`src/rtl/ifg_pkg.sv`:
```
// ----------------------------------------------------------------------------
// Interval flank generator package
// Widths, constants and shared types of the flank generator.
// ----------------------------------------------------------------------------
`default_nettype none

package ifg_pkg;

   localparam int FRAC_BITS_DEFAULT = 16;

   localparam int AMOUNT_W   = 48;
   localparam int COORD_W    = 31;
   localparam int ROW_W      = 32;
   localparam int HALF_W     = AMOUNT_W / 2;
   localparam int PROD_W     = COORD_W + HALF_W;
   localparam int FULL_W     = PROD_W + HALF_W;
   localparam int MAG_W      = 41;
   localparam int OFF_W      = MAG_W + 1;
   localparam int POS_W      = OFF_W + 1;
   localparam int INDEX_W    = 3;
   localparam int REQ_DATA_W = 128;
   localparam int RSP_DATA_W = 96;

   // Offset magnitude saturates at 2^40 bases.
   localparam logic [MAG_W-1:0]   OFF_CAP   = 41'h100_0000_0000;
   localparam logic [COORD_W-1:0] COORD_MAX = 31'h7FFF_FFFF;

   typedef enum logic [INDEX_W-1:0] {
      REG_LEFT_AMOUNT   = 3'd0,
      REG_RIGHT_AMOUNT  = 3'd1,
      REG_FRACTION_MODE = 3'd2,
      REG_STRAND_MODE   = 3'd3,
      REG_TRIM_MODE     = 3'd4
   } reg_index_type;

   typedef struct packed {
      logic [AMOUNT_W-1:0] left_amount;
      logic [AMOUNT_W-1:0] right_amount;
      logic                fraction_mode;
      logic                strand_mode;
      logic                trim_mode;
   } cfg_type;

   // One interval with its signed flank offsets, handed to the flank stage.
   typedef struct packed {
      logic [COORD_W-1:0]      interval_start;
      logic [COORD_W-1:0]      interval_end;
      logic                    minus_strand;
      logic [COORD_W-1:0]      chrom_size;
      logic [ROW_W-1:0]        row_id;
      logic signed [OFF_W-1:0] left_off;
      logic signed [OFF_W-1:0] right_off;
   } off_item_type;

endpackage

`default_nettype wire

```
`src/rtl/ifg_csr.sv`:
```
// ----------------------------------------------------------------------------
// Interval flank generator configuration registers
// Holds the flank amounts and mode bits written through the plain write port.
// ----------------------------------------------------------------------------
`default_nettype none

module ifg_csr (
   input  wire logic                         clock,
   input  wire logic                         reset,
   input  wire logic                         csr_we,
   input  wire logic [ifg_pkg::INDEX_W-1:0]  csr_index,
   input  wire logic [ifg_pkg::AMOUNT_W-1:0] csr_wdata,
   output ifg_pkg::cfg_type                  cfg
);
   import ifg_pkg::*;

   cfg_type cfg_ff;
   cfg_type cfg_in;

   always_comb begin
      cfg_in = cfg_ff;
      if (csr_we) begin
         unique case (reg_index_type'(csr_index))
            REG_LEFT_AMOUNT:   cfg_in.left_amount   = csr_wdata;
            REG_RIGHT_AMOUNT:  cfg_in.right_amount  = csr_wdata;
            REG_FRACTION_MODE: cfg_in.fraction_mode = csr_wdata[0];
            REG_STRAND_MODE:   cfg_in.strand_mode   = csr_wdata[0];
            REG_TRIM_MODE:     cfg_in.trim_mode     = csr_wdata[0];
            default:           cfg_in = cfg_ff;
         endcase
      end
   end

   always_ff @(posedge clock) begin
      if (reset) begin
         cfg_ff <= '0;
      end else begin
         cfg_ff <= cfg_in;
      end
   end

   assign cfg = cfg_ff;

endmodule

`default_nettype wire

```
`config.mk`:
```
export PLATFORM = sky130hd
export DESIGN_NAME = ifg_csr
export DESIGN_NICKNAME = d
export VERILOG_FILES = /design/src/rtl/ifg_pkg.sv /design/src/rtl/ifg_csr.sv
export SDC_FILE = /design/constraint.sdc
export NUM_CORES = 1
export LEC_CHECK = 0
export ABC_AREA = 0
export ABC_CLOCK_PERIOD_IN_PS = 2250
export BUFFER_PORTS_ARGS = -buffer_cell sky130_fd_sc_hd__buf_2
export CAP_MARGIN = 40
export CELL_PAD_IN_SITES_DETAIL_PLACEMENT = 0
export CELL_PAD_IN_SITES_GLOBAL_PLACEMENT = 2
export CORE_ASPECT_RATIO = 0.7
export CORE_MARGIN = 5
export CORE_UTILIZATION = 32
export CTS_CLUSTER_DIAMETER = 200
export DETAILED_ROUTE_END_ITERATION = 8
export PLACE_DENSITY = 0.83
export SKIP_CTS_REPAIR_TIMING = 1
export SYNTH_ARGS = -nofsm -noshare
export SYNTH_HDL_FRONTEND = slang
export SYNTH_SLANG_ARGS = --single-unit
```
`constraint.sdc`:
```
create_clock -name clock -period 2.25 [get_ports clock]
set_input_delay 0.225 -clock clock [delete_from_list [all_inputs] [get_ports clock]]
set_output_delay 0.225 -clock clock [all_outputs]
set_load 0.02 [all_outputs]
```
Yosys cells after proc, flatten, opt, wreduce, memory -nomap -nowiden
Index checks and enable logic that the tools add are counted.
{"block": "op_classes", "add_sub_neg": 0, "multipliers": 0, "div": 0, "n_lt_le_gt_ge": 0, "eq_ne": 4, "shifts": 0, "muxes": 0, "bitwise_logic": 0, "n_reduce_logical": 6}
{"cell": "2-bit AND reduction", "n": 5}
{"cell": "3-bit by 2-bit equality test with 1-bit output (second input constant)", "n": 2}
{"cell": "3-bit by 1-bit equality test with 1-bit output (second input constant)", "n": 1}
{"cell": "3-bit equality test (second input constant)", "n": 1}
{"cell": "3-bit zero test", "n": 1}
{"block": "word_totals", "ff_bits": 99, "latch_bits": 0, "mem_bits_rw": 0, "rom_bits": 0, "inputBits": 54, "out_inout_bits": 99, "wordCells": 15, "memories": 0}

Longest topological paths before layout
{"block": "depth", "depth_word": 2, "ltp_mapped": 4, "mapped_depth_nobuf": 2}

Worst setup path after synthesis
No wires, ideal clock.
{"block": "synth_timing", "path_kind": "input -> register", "from": "input csr_index[0] (netlist bit)", "to": "register cfg_ff (netlist bit cfg[88])", "setup_ns": 0.120, "t_arrival_ns": 1.024, "required_ns": 2.130, "path_slack_ns": 1.107, "path_stages": 3, "n_path_buf": 1, "cell_sequence": "or4b_1 buf_6 mux2i_1"}
{"block": "synth_via", "elab_chain_cells": 2}
{"item": "from (decl)", "line": "ifg_csr.sv:11", "rtl": "input wire logic [ifg_pkg::INDEX_W-1:0] csr_index,"}
{"item": "3-bit zero test", "line": "ifg_csr.sv:23", "rtl": "unique case (reg_index_type'(csr_index))"}
{"item": "2-bit AND reduction (no source line)"}
{"item": "to (signal assigned)", "line": "ifg_csr.sv:38", "rtl": "cfg_ff <= cfg_in;"}
{"item": "to (decl)", "line": "ifg_csr.sv:17", "rtl": "cfg_type cfg_ff;"}
No other way between the ends.
A chain may end at the register's enable or synchronous reset.

Final worst setup path
{"block": "layout_timing", "from": "input csr_index[2] (netlist bit)", "to": "register cfg_ff (netlist bit cfg[34])"}
{"block": "layout_via", "elab_chain_cells": 2}
{"item": "3-bit by 1-bit equality test with 1-bit output", "line": "ifg_csr.sv:23"}
{"item": "2-bit AND reduction (no source line)"}
No other way between the ends.

==> summary.md <==
| Metric | Value |
|---|---|
| Crit path max fanout | 22 |
| Total track usage | 12.7% |
| Final Total Pwr | 3.59 mW |
| Peak VDD IR | 0.341 mV |
| Diode count | 0 |
| Vias/cell | 4.41 |
| Tcrit/Tclk final | 59.4% |
| Initial Utilization | 32.9% |
| TritonCTS clock tree | built |
| # rows | 34 |
| Final Max Tran Viols | 0 |
| Fill count | 1243 |
| Gpl congestion | 0.720 |
| Max reg flops | 99 |
| Crit Path Class | in2reg |
| Core area | 0.0125 mm^2 |
| Leak | 2.60 nW |
| Area grow syn2layout | 29.6% |
| Reg area | 0.00198 mm^2 |
| Max Cap Violations | 0 |
| Required @ worst endpoint | 2.47 ns |
| DPL Wire Length | 7.01 mm |
| Gate Count Post-Synth | 378 |
| Post-synthesis cell type count | 13 |
| R2R Setup Slk | 1.63 ns |
| H-tree depth | 3 |
| Fin nets | 575 |
| Clk buf depth | 2 |
| Layout cells sized above 1 | 33.5% |
| Die Ht | 105 um |
| Syn Std Cell Area | 0.00411 mm^2 |
| 1st-iter DRT viols | 68 |
| Global-route wire length before repair | 16.1 mm |
| CP arrival | 1.56 ns |
| Synth Area per Inst | 10.9 um^2 |
| DRC viols | 0 |
| Outcome | complete, no violations |
| Overflow after GRT | 0 |
| Via count | 3031 |
| Post-Syn Nets | 432 |
| Seq/Total Area, Yosys | 48.2% |
| Syn. warnings | 0 |
| Final Hold Vio Count | 0 |
| Final Cell Area | 0.00533 mm^2 |
| Multi-input logic area | 0.00203 mm^2 |
| Pre-Repair DR Iteration Count | 4 |
| Clk Latency, worst-skew pair | 0.33 ns |
| Setup TNS | 0 ns |
| Min cycle time layout | 1.34 ns |
| WL final | 9.76 mm |
| Clock sink count | 99 |
| Largest net degree at the start of global routing | 76 |
| Clock Tree Root | clkbuf_16 |
| Clock-pin slew on the worst setup and hold paths | 0.07 ns |
| Slew headroom | 60.5% |
| Hold Crit Class | in2reg |
| Worst setup SP type | input pin |
| Post-DP Area | 0.00505 mm^2 |
| I/O Pins | 153 |
| Die Width | 145 um |
| Post-synthesis register bit count | 99 |
| Routed Antenna Nets | 0 |
| Die area | 0.0153 mm^2 |
| Crit. End Element | register |
| RSZ-0062 raised after global routing | false |
| Least-Margin Pin Slew | 0.591 ns |
| Buffers on Ports | 152 |
| Initial antenna violation count | 0 |
| Vias in the first global route | 3158 |
| CTS buffer count | 9 |
| Final Setup Violations | 0 |
| Achievable clock frequency | 0.748 GHz |
| Max Clock Skew | 0 ns |
| Routed WL per cell | 14.2 um |
| Pwr Density | 674 mW/mm^2 |
-- cell families (layout without fill, tap and decap cells) --
family / count (synthesis) / in the layout / synth area share [%]
buf+inv: 26 / 174 / 3.38
flops: 99 / 99 / 48.2
mux: 99 / 99 / 24.1
simple gates: 154 / 154 / 24.3
-- cell usage after synthesis (all sizes together) --
master	instances	area, um^2
dfxtp	99	1980
nand4b	1	8.76
buf	10	78.8
nor4b	1	15.0
mux2i	99	991
nor4bb	1	10.0
and4bb	2	25.0
nand2b	147	920
clkbuf	16	60.1
or4b	1	10.0
nand4bb	1	11.3
-- critical path, stage by stage --
cell and delay, ns:
buf_2 0.15, nand4bb_4 0.62, buf_4 0.41, mux2i_1 0.13
-- routing by layer --
metal	GRT usage (%)	up-vias	share of wire, %
met5	0	-	0
met4	3.60	0	1.1
met3	6.36	9	9.3
met2	18.2	105	41
met1	16.9	1387	48
li1	-	1530	-
-- cells in the final DEF, fill, tap and decap left out, types with 2 or more instances in the layout --
master and n:
clkbuf_16 9, nand2b_1 147, clkinv_4 3, buf_2 152, mux2i_1 99, and4bb_1 2
dfxtp_1 99, buf_4 4, buf_12 2
-- area by class of cell --
| cell class | count | area share (%) |
|---|---|---|
| well taps | 162 | 3.80 |
| clock buffers | 11 | 4.56 |
| flip-flops and latches | 99 | 37.2 |
| clock inverters | 5 | 0.728 |
| repair buffers | 158 | 15.6 |
| multi-input cells | 253 | 38.1 |
-- report_power, final --
part | internal [mW] | switching, mW
clock network | 0.784 | 0.660
registers | 1.79 | 0.0210
logic | 0.157 | 0.177
total | 2.73 | 0.858
-- path summary, 6_finish.rpt --
check                        from                   end  cells past startpoint
max                  csr_index[2]  cfg[34]$_SDFFE_PP0P_                      4
min                 csr_wdata[12]  cfg[15]$_SDFFE_PP0P_                      3
max reg2reg  cfg[95]$_SDFFE_PP0P_  cfg[95]$_SDFFE_PP0P_                      2
min reg2reg  cfg[42]$_SDFFE_PP0P_  cfg[42]$_SDFFE_PP0P_                      2
-- metrics by stage --
stage	util, %	instances	hold WS (ns)	worst slack [ns]
after floorplan	-	378	0.401	1.11
after global placement	40.3	672	0.457	0.562
after detailed placement	40.3	672	0.458	0.527
after CTS	42.6	688	0.155	0.896
after global routing	42.6	688	0.168	0.840
final	42.6	688	0.172	0.913
No activity file was read; power rests on OpenSTA's default activity.
