**src/rtl/ifg_pkg.sv**
```systemverilog
// ----------------------------------------------------------------------------
// Interval flank generator package
// Widths, constants and shared types of the flank generator.
// ----------------------------------------------------------------------------
`default_nettype none

package ifg_pkg;

   localparam int FRAC_BITS_DEFAULT = 16;

   localparam int AMOUNT_W   = 48;
   localparam int COORD_W    = 31;
   localparam int ROW_W      = 32;
   localparam int HALF_W     = AMOUNT_W / 2;
   localparam int PROD_W     = COORD_W + HALF_W;
   localparam int FULL_W     = PROD_W + HALF_W;
   localparam int MAG_W      = 41;
   localparam int OFF_W      = MAG_W + 1;
   localparam int POS_W      = OFF_W + 1;
   localparam int INDEX_W    = 3;
   localparam int REQ_DATA_W = 128;
   localparam int RSP_DATA_W = 96;

   // Offset magnitude saturates at 2^40 bases.
   localparam logic [MAG_W-1:0]   OFF_CAP   = 41'h100_0000_0000;
   localparam logic [COORD_W-1:0] COORD_MAX = 31'h7FFF_FFFF;

   typedef enum logic [INDEX_W-1:0] {
      REG_LEFT_AMOUNT   = 3'd0,
      REG_RIGHT_AMOUNT  = 3'd1,
      REG_FRACTION_MODE = 3'd2,
      REG_STRAND_MODE   = 3'd3,
      REG_TRIM_MODE     = 3'd4
   } reg_index_type;

   typedef struct packed {
      logic [AMOUNT_W-1:0] left_amount;
      logic [AMOUNT_W-1:0] right_amount;
      logic                fraction_mode;
      logic                strand_mode;
      logic                trim_mode;
   } cfg_type;

   // One interval with its signed flank offsets, handed to the flank stage.
   typedef struct packed {
      logic [COORD_W-1:0]      interval_start;
      logic [COORD_W-1:0]      interval_end;
      logic                    minus_strand;
      logic [COORD_W-1:0]      chrom_size;
      logic [ROW_W-1:0]        row_id;
      logic signed [OFF_W-1:0] left_off;
      logic signed [OFF_W-1:0] right_off;
   } off_item_type;

endpackage

`default_nettype wire

```
**src/rtl/ifg_flank.sv**
```systemverilog
// ----------------------------------------------------------------------------
// Interval flank generator flank stage
// Places both flanks, applies the keep and trim rules, and holds the pair in
// the result register, which hands out the kept flanks one per transfer.
// ----------------------------------------------------------------------------
`default_nettype none

module ifg_flank (
   input  wire logic                           clock,
   input  wire logic                           reset,
   input  ifg_pkg::cfg_type                    cfg,
   input  wire logic                           item_valid,
   input  ifg_pkg::off_item_type               item,
   output logic                                take,
   output logic                                rsp_tvalid,
   input  wire logic                           rsp_tready,
   output logic [ifg_pkg::RSP_DATA_W-1:0]      rsp_tdata,
   output logic                                rsp_tuser,
   output logic                                rsp_tlast
);
   import ifg_pkg::*;

   typedef struct packed {
      logic               keep;
      logic [COORD_W-1:0] fstart;
      logic [COORD_W-1:0] fend;
   } flank_type;

   logic               keep_l_ff, keep_l_in;
   logic               keep_r_ff, keep_r_in;
   logic [COORD_W-1:0] start_l_ff, end_l_ff, start_r_ff, end_r_ff;
   logic [ROW_W-1:0]   row_ff;

   logic signed [POS_W-1:0] st, en, lo, ro;
   logic signed [POS_W-1:0] ls, le, rs, re;
   logic                    swap;
   flank_type               left_new, right_new;
   logic                    xfer;

   // Keep rule, trim rule and output saturation for one flank.
   function automatic flank_type judge(
      input logic signed [POS_W-1:0] fs,
      input logic signed [POS_W-1:0] fe,
      input logic [COORD_W-1:0]      cs,
      input logic                    amount_nz,
      input logic                    trim
   );
      flank_type               r;
      logic signed [POS_W-1:0] cs_ext;
      logic                    in_range;
      cs_ext   = $signed({{(POS_W - COORD_W){1'b0}}, cs});
      in_range = (fs > 0) && (fe <= cs_ext);
      r.keep   = in_range ? amount_nz : trim;
      if (fs < 1) begin
         r.fstart = COORD_W'(1);
      end else if (fs > $signed(POS_W'(COORD_MAX))) begin
         r.fstart = COORD_MAX;
      end else begin
         r.fstart = fs[COORD_W-1:0];
      end
      // The chromosome size never exceeds the largest coordinate.
      if (fe > cs_ext) begin
         r.fend = cs;
      end else if (fe < 0) begin
         r.fend = '0;
      end else begin
         r.fend = fe[COORD_W-1:0];
      end
      return r;
   endfunction

   always_comb begin
      st   = $signed({{(POS_W - COORD_W){1'b0}}, item.interval_start});
      en   = $signed({{(POS_W - COORD_W){1'b0}}, item.interval_end});
      lo   = POS_W'(item.left_off);
      ro   = POS_W'(item.right_off);
      swap = cfg.strand_mode && item.minus_strand;
      if (swap) begin
         ls = en;
         le = en + lo;
         rs = st - ro;
         re = st;
      end else begin
         ls = st - lo;
         le = st;
         rs = en;
         re = en + ro;
      end
      left_new  = judge(ls, le, item.chrom_size, |cfg.left_amount, cfg.trim_mode);
      right_new = judge(rs, re, item.chrom_size, |cfg.right_amount, cfg.trim_mode);
   end

   assign rsp_tvalid = keep_l_ff || keep_r_ff;
   assign rsp_tlast  = !(keep_l_ff && keep_r_ff);
   assign rsp_tuser  = !keep_l_ff;
   assign xfer       = rsp_tvalid && rsp_tready;
   // A new pair enters once the last kept flank of the held pair leaves.
   assign take       = !rsp_tvalid || (xfer && rsp_tlast);

   always_comb begin
      if (keep_l_ff) begin
         rsp_tdata = {2'b00, row_ff, end_l_ff, start_l_ff};
      end else begin
         rsp_tdata = {2'b00, row_ff, end_r_ff, start_r_ff};
      end
   end

   always_comb begin
      keep_l_in = keep_l_ff;
      keep_r_in = keep_r_ff;
      if (take) begin
         keep_l_in = item_valid && left_new.keep;
         keep_r_in = item_valid && right_new.keep;
      end else if (xfer) begin
         keep_l_in = 1'b0;
      end
   end

   always_ff @(posedge clock) begin
      if (reset) begin
         keep_l_ff <= 1'b0;
         keep_r_ff <= 1'b0;
      end else begin
         keep_l_ff <= keep_l_in;
         keep_r_ff <= keep_r_in;
      end
   end

   always_ff @(posedge clock) begin
      if (take) begin
         start_l_ff <= left_new.fstart;
         end_l_ff   <= left_new.fend;
         start_r_ff <= right_new.fstart;
         end_r_ff   <= right_new.fend;
         row_ff     <= item.row_id;
      end
   end

endmodule

`default_nettype wire

```
**config.mk**
```make
export PLATFORM = sky130hd
export DESIGN_NAME = ifg_flank
export DESIGN_NICKNAME = d
export VERILOG_FILES = /design/src/rtl/ifg_pkg.sv /design/src/rtl/ifg_flank.sv
export SDC_FILE = /design/constraint.sdc
export NUM_CORES = 1
export LEC_CHECK = 0
export BUFFER_PORTS_ARGS = -buffer_cell sky130_fd_sc_hd__buf_2
export CAP_MARGIN = 20
export CORE_ASPECT_RATIO = 1.2
export CORE_MARGIN = 1
export CORE_UTILIZATION = 53
export CTS_CLUSTER_DIAMETER = 80
export DETAILED_ROUTE_END_ITERATION = 10
export PLACE_DENSITY = 0.83
export SLEW_MARGIN = 30
export SYNTH_ARGS = -nofsm -noshare
export SYNTH_HDL_FRONTEND = slang
export SYNTH_SLANG_ARGS = --single-unit
```
**constraint.sdc**
```tcl
create_clock -name clock -period 14.68 [get_ports clock]
set_input_delay 0.734 -clock clock [delete_from_list [all_inputs] [get_ports clock]]
set_output_delay 0.734 -clock clock [all_outputs]
set_load 0.02 [all_outputs]
```
== Word-level counts from Yosys, hierarchy flattened ==
Cells that the tools add are included.
Operators by class
  $add $sub $neg: 4
  $lt $le $gt $ge: 12
  multiplexer cells: 15
  reductions and logical operators: 18
Operators with widths (number)
  $mux W31: 6
  $mux W43: 4
  $reduce_or A48 Y1: 2
  $add A32 B42 Y43: 2
  $gt A43 B1 Y1 const B: 2
  $gt A43 B32 Y1: 2
  $gt A43 B32 Y1 const B: 2
  $le A43 B32 Y1: 2
  $lt A43 B1 Y1 const B: 2
  $lt A43 B2 Y1 const B: 2
  $sub A32 B42 Y43: 2
  $mux W62: 1
  $logic_and A1 B1 Y1: 8
  $mux W1: 4
  $reduce_or A2 Y1: 2
  $logic_not A1 Y1: 3
  $logic_or A1 B1 Y1: 2
  $reduce_bool A2 Y1: 1
Storage, ports and cells
  register bits: 158
  bits of input ports: 313
  output and inout bits: 100
  logic and storage cells: 58

== Longest topological paths before layout ==
Gate-level depths: netlist of run 1.
  depth after elaboration: 7
  mapped depth: 28
  gate-level depth less buffers: 27

== Worst setup path before layout of run 1 ==
OpenSTA, ideal clock, no wires.
  path kind: in2reg
  from: in rsp_tready
  to: reg end_l_ff[0] (enable)
  setup time: 0.737 ns
  data arrival time: 8.619 ns
  data required time: 13.943 ns
  path slack: 5.325 ns
  stages: 2
  buffers on the path: 0
  cell sequence: nand2_1 a21oi_1
Between the ends
  longest elaborated chain between the ends: 3
RTL lines
  from (decl): line ifg_flank.sv:16  | input wire logic rsp_tready,
  $logic_and A1 B1 Y1: line ifg_flank.sv:96  | assign xfer = rsp_tvalid && rsp_tready;
  $logic_and A1 B1 Y1: line ifg_flank.sv:98  | assign take = !rsp_tvalid || (xfer && rsp_tlast);
  $logic_or A1 B1 Y1: line ifg_flank.sv:98
  named net take: line ifg_flank.sv:14  | output logic take,
  to (signal assigned): line ifg_flank.sv:132  | end_l_ff <= left_new.fend;
  to (decl): line ifg_flank.sv:31  | logic [COORD_W-1:0] start_l_ff, end_l_ff, start_r_ff, end_r_ff;
The timed path passes the listed nets, and every way through them passes these cells.
A chain may end at the register's enable or synchronous reset.

== Final worst setup path of run 1 ==
  from: in item[148] (netlist name)
  to: reg keep_r_ff
Between the ends
  longest elaborated chain between the ends: 6
  elaborated cells between the ends (all ways): 8
  classes of those cells: add/sub (1); order compare (2); mux (3); reduce/logical (2)
RTL lines
  from (decl): line ifg_flank.sv:13  | input ifg_pkg::off_item_type item,
  $add A32 B42 Y43: line ifg_flank.sv:87  | re = en + ro;
  $mux W43: line ifg_flank.sv:78  | if (swap) begin
  $le A43 B32 Y1: line ifg_flank.sv:52  | in_range = (fs > 0) && (fe <= cs_ext);
  $logic_and A1 B1 Y1 *: line ifg_flank.sv:52
  $mux W1 *: line ifg_flank.sv:53  | r.keep = in_range ? amount_nz : trim;
  $logic_and A1 B1 Y1 *: line ifg_flank.sv:113  | keep_r_in = item_valid && right_new.keep;
  to (signal assigned): line ifg_flank.sv:125  | keep_r_ff <= keep_r_in;
  to (decl): line ifg_flank.sv:30  | logic keep_r_ff, keep_r_in;
Every way passes the cells marked *; elsewhere a longest branch is shown, timed or not.

==> results of run 1 <==
[flip-flops by register name, indices dropped and copies added (netlist names)]
name / count
end_l_ff: 31
start_l_ff: 31
start_r_ff: 31
end_r_ff: 31
keep_l_ff: 1
keep_r_ff: 1
row_ff: 32
[power by group through the flow]
stage / Clock [µW] / Sequential, µW / Combinational (µW)
2_1_floorplan: 0 / 659 / 602
3_3_place_gp: 0 / 631 / 894
3_5_place_dp: 0 / 637 / 909
4_1_cts: 475 / 628 / 917
5_1_grt: 490 / 636 / 1010
6_report: 478 / 628 / 935
[layout make-up]
cell class                 count  area share
antenna                        4    0.000470
clock buffer                  17      0.0200
clock inverter                15     0.00922
inverter                     138      0.0243
multi-input combinational   1885       0.597
sequential                   158       0.222
tap                          456      0.0268
timing repair buffer         420       0.101
[cells by family (layout without fill, tap and decap cells)]
group	after synthesis	in the layout	share of synthesized area
AOI/OAI and AO/OA	767	767	0.257
xor gates and xnor gates	116	116	0.0551
adders and majority gates	190	190	0.131
buffers and inverters	266	590	0.0573
DFF	158	158	0.256
muxes	89	89	0.0526
other	1	6	0.000203
and+or+nand+nor	721	721	0.191
[cells in the final DEF, fill, tap and decap left out, types with 22 or more instances in the layout]
| cell type | instances |
|---|---|
| a211oi_1 | 25 |
| a21o_1 | 47 |
| a21oi_1 | 249 |
| a31oi_1 | 24 |
| buf_2 | 409 |
| edfxtp_1 | 156 |
| ha_1 | 186 |
| inv_1 | 138 |
| mux2_2 | 64 |
| mux2i_1 | 25 |
| nand2_1 | 233 |
| nand2b_1 | 22 |
| nand3_1 | 68 |
| nand4_1 | 56 |
| nor2_1 | 153 |
| nor2b_1 | 25 |
| nor3_1 | 36 |
| nor4_1 | 37 |
| o21a_1 | 34 |
| o21ai_0 | 199 |
| xnor2_1 | 76 |
| xor2_1 | 40 |
[routing by layer]
| metal | GRT usage | vias up |
|---|---|---|
| li1 | - | 9226 |
| met1 | 0.474 | 9334 |
| met2 | 0.675 | 1220 |
| met3 | 0.0676 | 300 |
| met4 | 0.267 | 4 |
| met5 | 0 | - |
[worst max path at each step]
stage	slack (ps)	endpoint	start
after global routing	6280	keep_r_ff$_SDFFE_PP0P_	item[148]
after detailed placement	6560	keep_r_ff$_SDFFE_PP0P_	item[148]
final	6780	keep_r_ff$_SDFFE_PP0P_	item[148]
after floorplan	5320	end_l_ff[0]$_DFFE_PP_	rsp_tready
after global placement	6740	keep_r_ff$_SDFFE_PP0P_	item[148]
after CTS	6990	keep_r_ff$_SDFFE_PP0P_	item[148]
[critical path: cells and delay by family]
family                   cells  cell delay (ps)
XOR/XNOR                     1              150
multiplexers                 1              210
AO/OA/AOI/OAI               15             4450
adder cells (fa/ha/maj)      3              920
buffers and inverters        4              860
AND/OR/NAND/NOR              5              930
[stage by stage]
stage	total power (µW)	setup slack, ps
after detailed placement	1550	6560
after CTS	2020	6990
after global placement	1530	6740
final	2040	6780
after floorplan	1260	5320
after global routing	2130	6280
==> flow_summary_export.csv, run 1 <==
group,metric,value,unit
outcome,status,"complete, no violations",
min_path,hold_path.startpoint,"item[100]",
cts,cts.sinks,158,
die,fp-row-count,74,
synth,synth_cell_types,91,
grt,grt_pass1_wl,107000,µm
critical_path,rr_endpoint,"start_r_ff[22]$_SDFFCE_PP0P_",
die,core_region_area,34200,µm²
synth,synth_top_area_frac,0.254,
critical_path,r2r-start,"keep_l_ff$_SDFFE_PP0P_",
synth,synth_sequential_area_ratio,0.256,
sta,slew_viol_final,0,
power_and_ir_drop,p_int,1180,µW
critical_path,worst-setup-path-type,"primary input to flip-flop",
drt,drc,0,
synth,ys_top_cells_by_count,"a21oi_1, nand2_1, o21ai_0",
synth,synth_warnings,0,
sta,clock.fmax,0.127,GHz
sta,finClkSkew,15.3,ps
finish,final_cell_area,21300,µm²
power_and_ir_drop,p_sw_frac,0.421,
power_and_ir_drop,seqPwrFrac,0.308,
grt,track_usage,0.404,
die,die_y,206,µm
cts,clock_latency,470,ps
synth,synthCells,2308,
critical_path,critPathLaunchType,"primary input",
finish,multi_input_area,12700,µm²
synth,synth_edf_count,156,
power_and_ir_drop,clockPowerShare,0.234,
sta,fin_tns_setup,0,ps
sta,rsz0062_at_grt,"false",
drt,drt_pass1_iterations,7,
drt,wl_met2,34700,µm
drt,wl_per_cell,23.8,µm
critical_path,crit_top_cell,"a21oi_1",
grt,overflow,0,
sta,tightest_slew,1060,ps
synth,ys_ff_latch,158,
cts,clk_pin_slew_worst_paths,80,ps
drt,ant_nets,0,
finish,register_area,4730,µm²
critical_path,critPathCaptureType,"flip-flop",
flow_run,max-cap-violations,0,
die,ioPinCount,413,
drt,dr.max_layer_used,"met5",
placed_design,postPlaceCellArea,20700,µm²
cts,clk_path_buf_depth,2,
drt,avgViaCountPerCell,6.49,
min_path,whs_endpoint,"row_ff[16]$_DFFE_PP_",
critical_path,r2r_cells,4,
die,die_x,172,µm
synth,syn_avg_cell_area,7.99,µm²
drt,routed-via-count,20084,
critical_path,crit_path_max_fanout,61,
synth,netlist_area,18400,µm²
synth,ys_async_sr_fraction,0,
cts,ctsHtreeMaxLevel,4,
synth,yosys-top-cells-area,"edfxtp_1, ha_1, a21oi_1, o21ai_0, nand2_1",
synth,synth_top_area_cell,"edfxtp_1",
cts,cts_root_buffer,"clkbuf_16",
cts,post-cts-setup-buffers,0,
min_path,min-delay-path-class,"primary input to flip-flop",
placed_design,port_buffers,409,
min_path,whs_path_depth,1,
power_and_ir_drop,pwr-share-comb,0.458,
cts,cts-resized-gates,0,
sta,period_share,0.538,
critical_path,cp.arrival,8310,ps
finish,fin_cells,3093,
critical_path,ff2ff_setup_slack,12060,ps
grt,grt_start_max_net_pins,145,
placed_design,gp_congestion,1.06,
sta,finalHoldViolCount,0,
sta,holdWs,430,ps
finish,drive_above_1_share,0.210,
power_and_ir_drop,p_leak,0.00932,µW
drt,drt_wl_total,73600,µm
drt,drt_iter0_drc,2088,
critical_path,cp_slowest_stage_delay,880,ps
sta,setup_violations,0,
synth,synth_ff_type,"edfxtp_1",
cts,ctsHoldBuffers,0,
power_and_ir_drop,vdd_drop_max,89.2,µV
cts,cts_made_buffers,17,
finish,area_growth,15.5,%
critical_path,crit_slowest_cell,"a2111oi_0",
sta,fin_crit,7900,ps
grt,first_global_vias,18861,
power_and_ir_drop,power_density,95.8,nW/µm²
drt,met3_length,6260,µm
synth,yosysMostFrequentCell,"a21oi_1",
die,die-area,35500,µm²
grt,antenna_found_initial,9,
critical_path,worstPathRequired,15080,ps
placed_design,dp_cells,3057,
finish,utilization,0.623,
finish,final_nets,3123,
die,start_util,0.540,
placed_design,hpwlAfterDp,59600,µm
finish,num-fill-cells,2995,
sta,relSlewSlack,0.277,
drt,met1_length,27400,µm
cts,cts_tree,"yes",
power_and_ir_drop,switchingPower,858,µW
No activity file was read; power rests on OpenSTA's default activity.
==> run 2, diff against run 1 <==
==> constraint.sdc (replaced) <==
create_clock -name clock -period 7.8 [get_ports clock]
set_input_delay 0.39 -clock clock [delete_from_list [all_inputs] [get_ports clock]]
set_output_delay 0.39 -clock clock [all_outputs]
set_load 0.02 [all_outputs]
==> run 2 against run 1 <==
Compared with the run above:
- first-iteration DRC count decreased by 2.1%
- global-route usage shrank 0.66 points
- non-clock buffer count rose by 3
- largest power group unchanged
- cell area rose by 0.16%
- power is 88% higher
- the run now ends with DRC left
- clock-buffer cell count unchanged
==> flow_summary_export.csv, run 2 (synthesis results as in run 1) <==
group,metric,value,unit
outcome,status,"complete, but fails checks",
outcome,failed_checks,"DRC",
drt,ant_nets,0,
cts,clk_path_buf_depth,2,
flow_run,max-cap-violations,0,
critical_path,r2r_cells,4,
placed_design,hpwlAfterDp,59100,µm
sta,slew_viol_final,0,
finish,largest_reg_flops,32,
sta,setup_violations,0,
finish,final_nets,3126,
die,core_region_area,34200,µm²
drt,avgViaCountPerCell,6.50,
sta,fin_crit,7120,ps
critical_path,startpoint,"item[148]",
power_and_ir_drop,p_leak,0.00934,µW
drt,drt_iter0_drc,2045,
grt,track_usage,0.397,
cts,post-cts-setup-buffers,0,
cts,cts_root_buffer,"clkbuf_16",
finish,final_cell_mix,"buf_2, a21oi_1, nand2_1",
critical_path,r2r-start,"keep_l_ff$_SDFFE_PP0P_",
power_and_ir_drop,switchingPower,1600,µW
min_path,min-delay-path-class,"primary input to flip-flop",
drt,drt_wl_total,72800,µm
finish,final_common_cell,"buf_2",
critical_path,rr_endpoint,"start_l_ff[16]$_SDFFCE_PP0P_",
sta,holdWs,89.9,ps
die,ioPinCount,413,
drt,drc,2,
power_and_ir_drop,p_sw_frac,0.419,
grt,overflow,0,
sta,clock.fmax,0.141,GHz
finish,max_flop_register,"row_ff",
critical_path,crit_path_max_fanout,61,
sta,relSlewSlack,0.333,
power_and_ir_drop,vdd_drop_max,174,µV
critical_path,ff2ff_setup_slack,5390,ps
critical_path,worstPathRequired,8120,ps
power_and_ir_drop,clockPowerShare,0.232,
sta,finalHoldViolCount,0,
finish,area_growth,15.7,%
die,die-area,35500,µm²
critical_path,crit_slowest_cell,"a2111oi_0",
drt,routed-via-count,20130,
critical_path,cp_slowest_stage_delay,840,ps
cts,cts.sinks,158,
critical_path,critPathLaunchType,"primary input",
sta,rsz0062_at_grt,"false",
die,die_x,172,µm
grt,first_global_vias,18948,
sta,tightest_slew,975,ps
cts,cts_tree,"yes",
cts,ctsHtreeMaxLevel,4,
critical_path,crit_top_cell,"a21oi_1",
sta,period_share,0.912,
finish,drive_above_1_share,0.210,
die,fp-row-count,74,
power_and_ir_drop,seqPwrFrac,0.308,
cts,ctsHoldBuffers,0,
grt,antenna_found_initial,8,
power_and_ir_drop,pwr-share-comb,0.460,
die,start_util,0.540,
placed_design,port_buffers,409,
grt,grt_pass1_wl,105000,µm
critical_path,cp.arrival,7440,ps
cts,clock_latency,470,ps
cts,cts-resized-gates,0,
placed_design,gp_congestion,1.08,
drt,wl_per_cell,23.5,µm
sta,finClkSkew,14.0,ps
power_and_ir_drop,power_density,180,nW/µm²
drt,drt_pass1_iterations,11,
critical_path,crit_end,"end_r_ff[29]$_DFFE_PP_",
sta,fin_tns_setup,0,ps
power_and_ir_drop,p_int,2230,µW
die,die_y,206,µm
critical_path,critPathCaptureType,"flip-flop",
cts,cts_made_buffers,17,
critical_path,worst-setup-path-type,"primary input to flip-flop",
grt,grt_start_max_net_pins,139,
cts,clk_pin_slew_worst_paths,80,ps
-- run 2: routing by layer --
| layer | track usage | vias to the layer above | part of all wire |
|---|---|---|---|
| li1 | - | 9241 | - |
| met1 | 0.456 | 9408 | 0.37 |
| met2 | 0.664 | 1183 | 0.47 |
| met3 | 0.0758 | 290 | 0.085 |
| met4 | 0.274 | 8 | 0.071 |
| met5 | 0 | - | 0.00058 |
-- run 2: area by class of cell --
cell class                      instances  area [µm²]
Inverter                              138         518
Clock inverter                         15         194
Multi-Input combinational cell       1885       12700
Tap cell                              456         571
Antenna cell                            5        12.5
Fill cell                            3006       12800
Timing Repair Buffer                  423        2180
Sequential cell                       158        4730
Clock buffer                           17         425
-- run 2: worst max-delay path, delay by kind of cell --
kind,cells,cell delay [ps]
fa+ha+maj,3,910
simple gates,6,1200
compound gates,15,4200
xor+xnor,1,150
buf+inv,4,580
-- run 2: worst min-delay path by stage --
stage,start,to,cells past startpoint
after floorplan,reset,keep_l_ff$_SDFFE_PP0P_,1
after global placement,item[114],row_ff[30]$_DFFE_PP_,1
after detailed placement,item[89],row_ff[5]$_DFFE_PP_,1
after CTS,item[89],row_ff[5]$_DFFE_PP_,1
after global routing,item[85],row_ff[1]$_DFFE_PP_,1
final,item[89],row_ff[5]$_DFFE_PP_,1
-- run 2: power by group through the flow --
stage | clock network (µW) | registers (µW) | logic [µW]
2_1_floorplan | 0 | 1230 | 1130
3_3_place_gp | 0 | 1190 | 1690
3_5_place_dp | 0 | 1200 | 1710
4_1_cts | 890 | 1180 | 1730
5_1_grt | 917 | 1200 | 1890
6_report | 889 | 1180 | 1760
-- run 2: metrics by stage --
stage	total power [µW]	setup WS (ps)	instances	utilization	area (µm²)
finish	3830	683	3097	0.624	21300
global route	4000	309	3092	0.624	21300
CTS	3800	903	3092	0.624	21300
detailed placement	2910	465	3060	0.606	20700
global placement	2870	590	3059	0.605	20700
floorplan	2360	2170	2309	-	18400
